File: config.mk
export PLATFORM = sky130hd
export DESIGN_NAME = eevdf_rq_divider
export DESIGN_NICKNAME = d
export VERILOG_FILES = /design/src/sv/eevdf_rq_pkg.sv /design/src/sv/eevdf_rq_divider.sv
export SDC_FILE = /design/constraint.sdc
export NUM_CORES = 1
export LEC_CHECK = 0
export ABC_CLOCK_PERIOD_IN_PS = 7950
export BUFFER_PORTS_ARGS = -buffer_cell sky130_fd_sc_hd__buf_2
export CORE_UTILIZATION = 40
export DETAILED_ROUTE_END_ITERATION = 8
export PLACE_DENSITY_LB_ADDON = 0.08
export REMOVE_ABC_BUFFERS = 1
export SETUP_SLACK_MARGIN = 0.15
export SYNTH_ARGS = -nofsm -noshare
export SYNTH_HDL_FRONTEND = slang
export SYNTH_SLANG_ARGS = --single-unit
File: constraint.sdc
create_clock -name clock -period 7.95 [get_ports clock]
set_input_delay 1.1925 -clock clock [delete_from_list [all_inputs] [get_ports clock]]
set_output_delay 1.1925 -clock clock [all_outputs]
set_load 0.1 [all_outputs]
File: src/sv/eevdf_rq_pkg.sv
package eevdf_rq_pkg;

   localparam int unsigned QUEUE_DEPTH_DEFAULT = 64;

   localparam logic [2:0] MODE_INSERT  = 3'd0;
   localparam logic [2:0] MODE_REMOVE  = 3'd1;
   localparam logic [2:0] MODE_SET_RUN = 3'd2;
   localparam logic [2:0] MODE_CHARGE  = 3'd3;
   localparam logic [2:0] MODE_PICK    = 3'd4;

   localparam logic [1:0] STATUS_DONE    = 2'd0;
   localparam logic [1:0] STATUS_EMPTY   = 2'd1;
   localparam logic [1:0] STATUS_FULL    = 2'd2;
   localparam logic [1:0] STATUS_IGNORED = 2'd3;

   localparam int unsigned DIVIDEND_W = 43;
   localparam int unsigned DIVISOR_W  = 21;

   localparam logic [13:0] UNIT_WEIGHT = 14'd1024;
   localparam logic [3:0]  SLICE_RESET = 4'd5;
   localparam logic [3:0]  SLICE_MIN   = 4'd2;

   typedef struct packed {
      logic [2:0]  mode;
      logic [15:0] thread_id;
      logic [13:0] weight;
      logic [63:0] vruntime;
      logic [12:0] vruntime_remainder;
      logic        runnable;
      logic [31:0] elapsed_ms;
      logic        is_idle;
   } req_type;

   typedef struct packed {
      logic [1:0]  status;
      logic [15:0] picked_id;
      logic [13:0] picked_weight;
      logic [63:0] new_vruntime;
      logic [12:0] new_remainder;
      logic [63:0] picked_deadline;
      logic [63:0] average_vruntime;
   } rsp_type;

   typedef struct packed {
      logic [15:0] id;
      logic [13:0] weight;
      logic [63:0] vruntime;
      logic [12:0] remainder;
      logic [63:0] deadline;
      logic        runnable;
   } entry_type;

   typedef struct packed {
      logic                  start;
      logic [DIVIDEND_W-1:0] dividend;
      logic [DIVISOR_W-1:0]  divisor;
   } div_req_type;

   typedef struct packed {
      logic                  done;
      logic [DIVIDEND_W-1:0] quotient;
      logic [DIVISOR_W-1:0]  remainder;
   } div_rsp_type;

   function automatic logic ranks_before(input logic [63:0] a_dl, input logic [15:0] a_id,
                                         input logic [63:0] b_dl, input logic [15:0] b_id);
      logic r;
      if (a_dl != b_dl) begin
         r = (a_dl < b_dl);
      end else begin
         r = (a_id < b_id);
      end
      return r;
   endfunction

endpackage

File: src/sv/eevdf_rq_divider.sv
module eevdf_rq_divider (
   input  logic                       clock,
   input  logic                       reset,
   input  eevdf_rq_pkg::div_req_type  div_req,
   output eevdf_rq_pkg::div_rsp_type  div_rsp
);

   localparam int unsigned N     = eevdf_rq_pkg::DIVIDEND_W;
   localparam int unsigned D     = eevdf_rq_pkg::DIVISOR_W;
   localparam int unsigned CNT_W = $clog2(N + 1);

   logic             active_ff, active_in;
   logic             done_ff, done_in;
   logic [CNT_W-1:0] cnt_ff, cnt_in;
   logic [N-1:0]     quo_ff, quo_in;
   logic [D-1:0]     rem_ff, rem_in;
   logic [D-1:0]     dvs_ff, dvs_in;
   logic [D:0]       trial;
   logic [D:0]       diff;
   logic             ge;

   always_comb begin
      trial = {rem_ff, quo_ff[N-1]};
      diff  = trial - {1'b0, dvs_ff};
      ge    = (trial >= {1'b0, dvs_ff});
      active_in = active_ff;
      done_in   = 1'b0;
      cnt_in    = cnt_ff;
      quo_in    = quo_ff;
      rem_in    = rem_ff;
      dvs_in    = dvs_ff;
      if (active_ff) begin
         quo_in = {quo_ff[N-2:0], ge};
         rem_in = ge ? diff[D-1:0] : trial[D-1:0];
         cnt_in = cnt_ff + 1'b1;
         if (cnt_ff == CNT_W'(N - 1)) begin
            active_in = 1'b0;
            done_in   = 1'b1;
         end
      end else if (div_req.start) begin
         active_in = 1'b1;
         cnt_in    = '0;
         quo_in    = div_req.dividend;
         rem_in    = '0;
         dvs_in    = div_req.divisor;
      end
   end

   always_ff @(posedge clock) begin
      if (reset) begin
         active_ff <= 1'b0;
         done_ff   <= 1'b0;
      end else begin
         active_ff <= active_in;
         done_ff   <= done_in;
      end
      cnt_ff <= cnt_in;
      quo_ff <= quo_in;
      rem_ff <= rem_in;
      dvs_ff <= dvs_in;
   end

   assign div_rsp.done      = done_ff;
   assign div_rsp.quotient  = quo_ff;
   assign div_rsp.remainder = rem_ff;

endmodule

==> impl_metrics.toml <==
[outcome]
outcome = "finished clean"

[drt]
ant_nets = 0
first_pass_iters = 4
wl_per_cell_um = 15.1
avgViaCountPerCell = 4.95
drc = 0
first_iter_violations = 178
vias = 3489
drt-total-wl_mm = 10.7

[power_and_ir_drop]
intPower_uw = 987
pwr-share-comb_pct = 39.2
power.leakage_uw = 0.00261
seqPwrFrac_pct = 37.4
power_switching_uw = 720
switching_share_pct = 42.2
powerDensity_mw_per_mm2 = 281
clkPwrFrac_pct = 23.4
vdd_drop_max_uv = 146

[synthesis]
netlist_area_sq_mm = 0.00507
muxShareOfSynthArea_pct = 9.53
yosysWarningCount = 0
synth_async_sr_flop_share_pct = 0
syn-mean-instance-area_sq_um = 12.5
synth_top_family_by_area = "compound AO/OA/AOI/OAI gates"
ys_seq_area_share_pct = 54.7
synth_edf_count = 91
synth-xor-area-share_pct = 3.28
synthCells = 405
synth_area_leaders = "edfxtp_1 54%, mux2_2 9.3%, ha_1 5.7%"
synth_largest_area_cell = "edfxtp_1"
synth.distinct_cells = 60
synth_compound_area_share_pct = 12.3
ys_ff_latch = 93
yosys.area.top_type_share_pct = 53.9
synthAdderAreaFrac_pct = 6.07
ys.flop_type = "edfxtp_1"
yosys.area_share.simple_pct = 9.16

[floorplanning]
initial_core_util_pct = 41.7
die_w_um = 115
core-area_sq_mm = 0.0122
die_y_um = 115
die_area_sq_mm = 0.0131
row_count = 40
ioPinCount = 132

[worst_setup_path]
cp_max_fo = 12
end_kind = "register"
cpPeakStageDelay_ns = 0.44
cp_cell_sequence = "inv_1 > ha_1 > inv_1 > fa_1 > a211o_1 > a221oi_4 > o21ai_2 > a211o_1 > a31oi_2 > buf_4 > nand2_1 > and3_1"
cp_slowest_cell = "a31oi_2"
worst_setup_path_start_kind = "register"
crit_required_ns = 8.05
rrSetupSlack_ns = 4.56
criticalPathCategory = "register to register"
worstPathArrival_ns = 3.49

[timing]
holdWs_ns = 0.568
period_share_pct = 42.7
finalSetupViolCount = 0
hold_violations = 0
tightest_slew_ns = 0.802
skew_ns = 0.00974
fin_tns_setup_ns = 0
rsz0062_at_grt = "false"
fmax_mhz = 295
period_needed_ns = 3.39
drv_slew = 0
timing.slew.headroom_pct = 46.6

[global_route]
grt_max_degree = 72
antenna_found_initial = 0
grt_overflow = 0
gr-usage-all-layers_pct = 16.7
first_global_vias = 3407
grt_pass1_wl_mm = 16.7

[cts]
cts-hold-fix-buffers = 0
cts_root_buf = "clkbuf_16"
cts.sinks = 93
insertion_delay_ns = 0.35
cts_buffers = 9
htree_levels = 3
cts_tree = "done"
clk_pin_slew_ns = 0.06
cts_resized = 0
clock_path_buffers = 2
post-cts-setup-buffers = 0

[place]
io_buffers = 131
place_area_sq_mm = 0.00581
dp.final_hpwl_mm = 7.48
gp_congestion = 0.806

[job]
drv_cap = 0

[finish]
fin_nets = 623
layout-drive-gt1-share_pct = 38.5
fin_util_pct = 50.0
design_area_sq_mm = 0.00608
syn_to_final_growth_pct = 20.0
fillers = 1125
antenna_cells = 0

[hold_path]
hold_path.class = "register to register"
## synth_stat cells (all sizes together), types with 4 or more instances
cell type and n:
edfxtp 91, mux2 42, nand2 35, inv 26
a21oi 25, ha 23, nor2 17, o21ai 16
xnor2 14, nand3 11, a21boi 10, clkbuf 9
buf 8, a21o 6, nor2b 5, o211a 5
xor2 5, and2 4, and3 4, nand4 4
o21a 4
## power by group through the flow
stage | logic, uW | clock network, uW | registers [uW]
final | 669 | 400 | 638
after global routing | 711 | 431 | 645
after CTS | 672 | 418 | 639
after detailed placement | 671 | 0 | 648
after global placement | 669 | 0 | 648
after floorplan | 243 | 0 | 951
## routing by layer
metal	track usage (%)	share of wire, %	vias up
met5	0	0	-
met4	4.85	1.1	0
met3	6.99	7.7	12
met2	25.7	45	111
met1	21.6	47	1624
li1	-	-	1742
## worst paths after layout
| kind | startpoint | end | cells after the start |
|---|---|---|---|
| setup / recovery | quo_ff[42] | rem_ff[0] | 12 |
| hold / removal | quo_ff[41] | quo_ff[42] | 1 |
| setup reg to reg | quo_ff[42] | rem_ff[0] | 12 |
| hold reg to reg | quo_ff[41] | quo_ff[42] | 1 |
## kinds of logic (layout without fill, tap and decap cells)
family | count (synthesis) | count (layout)
AND/OR/NAND/NOR | 94 | 94
flip-flops | 93 | 93
AO/OA/AOI/OAI | 87 | 87
buffers and inverters | 45 | 177
multiplexers | 43 | 43
adder cells (fa/ha/maj) | 24 | 24
XOR/XNOR | 19 | 19
## layout by cell type (no fill, tap or decap), types with 2 or more instances in the layout
| master | netlist | layout |
|---|---|---|
| xnor2_1 | 14 | 14 |
| inv_1 | 26 | 26 |
| and3_1 | 2 | 2 |
| o211ai_1 | 2 | 2 |
| a211o_1 | 3 | 3 |
| nand2b_1 | 3 | 3 |
| or3_1 | 2 | 2 |
| a21o_1 | 5 | 5 |
| a211oi_1 | 3 | 3 |
| nor3_1 | 2 | 2 |
| o21a_1 | 4 | 4 |
| nand4_1 | 4 | 4 |
| nand3_1 | 11 | 11 |
| mux2_2 | 42 | 42 |
| o211a_1 | 5 | 5 |
| buf_4 | 1 | 4 |
| clkinv_1 | 0 | 2 |
| and2_1 | 4 | 4 |
| clkbuf_16 | 0 | 9 |
| a31o_2 | 3 | 3 |
| o21ai_1 | 3 | 3 |
| xor2_1 | 5 | 5 |
| ha_1 | 23 | 23 |
| edfxtp_1 | 91 | 91 |
| and4_1 | 2 | 2 |
| a21boi_2 | 3 | 3 |
| a21oi_1 | 25 | 25 |
| nand2_1 | 35 | 35 |
| nor2b_1 | 5 | 4 |
| clkinvlp_4 | 0 | 3 |
| nor2_1 | 17 | 17 |
| a21boi_0 | 7 | 7 |
| buf_2 | 1 | 131 |
| o21ai_0 | 12 | 12 |
## final cells by class
cell class                      instances  area, sq um  area share, %
Clock buffer                           10          229           3.77
Clock inverter                          6         38.8          0.638
Inverter                               26         97.6           1.60
Multi-Input combinational cell        267         2050           33.6
Sequential cell                        93         2770           45.6
Tap cell                              168          210           3.46
Timing Repair Buffer                  135          686           11.3
## critical path, delay by kind of cell (launching register included)
kind	cells	cell delay, ns
compound gates	5	1.52
fa+ha+maj	2	0.58
buf+inv	3	0.43
flops	1	0.38
simple gates	2	0.24
## metrics by stage
| step | total power [uW] | worst slack (ns) | cells |
|---|---|---|---|
| after floorplan | 1190 | 4.30 | 386 |
| after global placement | 1320 | 4.68 | 689 |
| after detailed placement | 1320 | 4.58 | 689 |
| after CTS | 1730 | 4.56 | 705 |
| after global routing | 1790 | 4.38 | 705 |
| final | 1710 | 4.56 | 705 |
## registers in the layout (all words and copies together) (netlist names)
register / flops
quo_ff: 43
dvs_ff: 21
rem_ff: 21
cnt_ff: 6
active_ff: 1
done_ff: 1
Note: power is estimated with default switching activity, not from simulation.
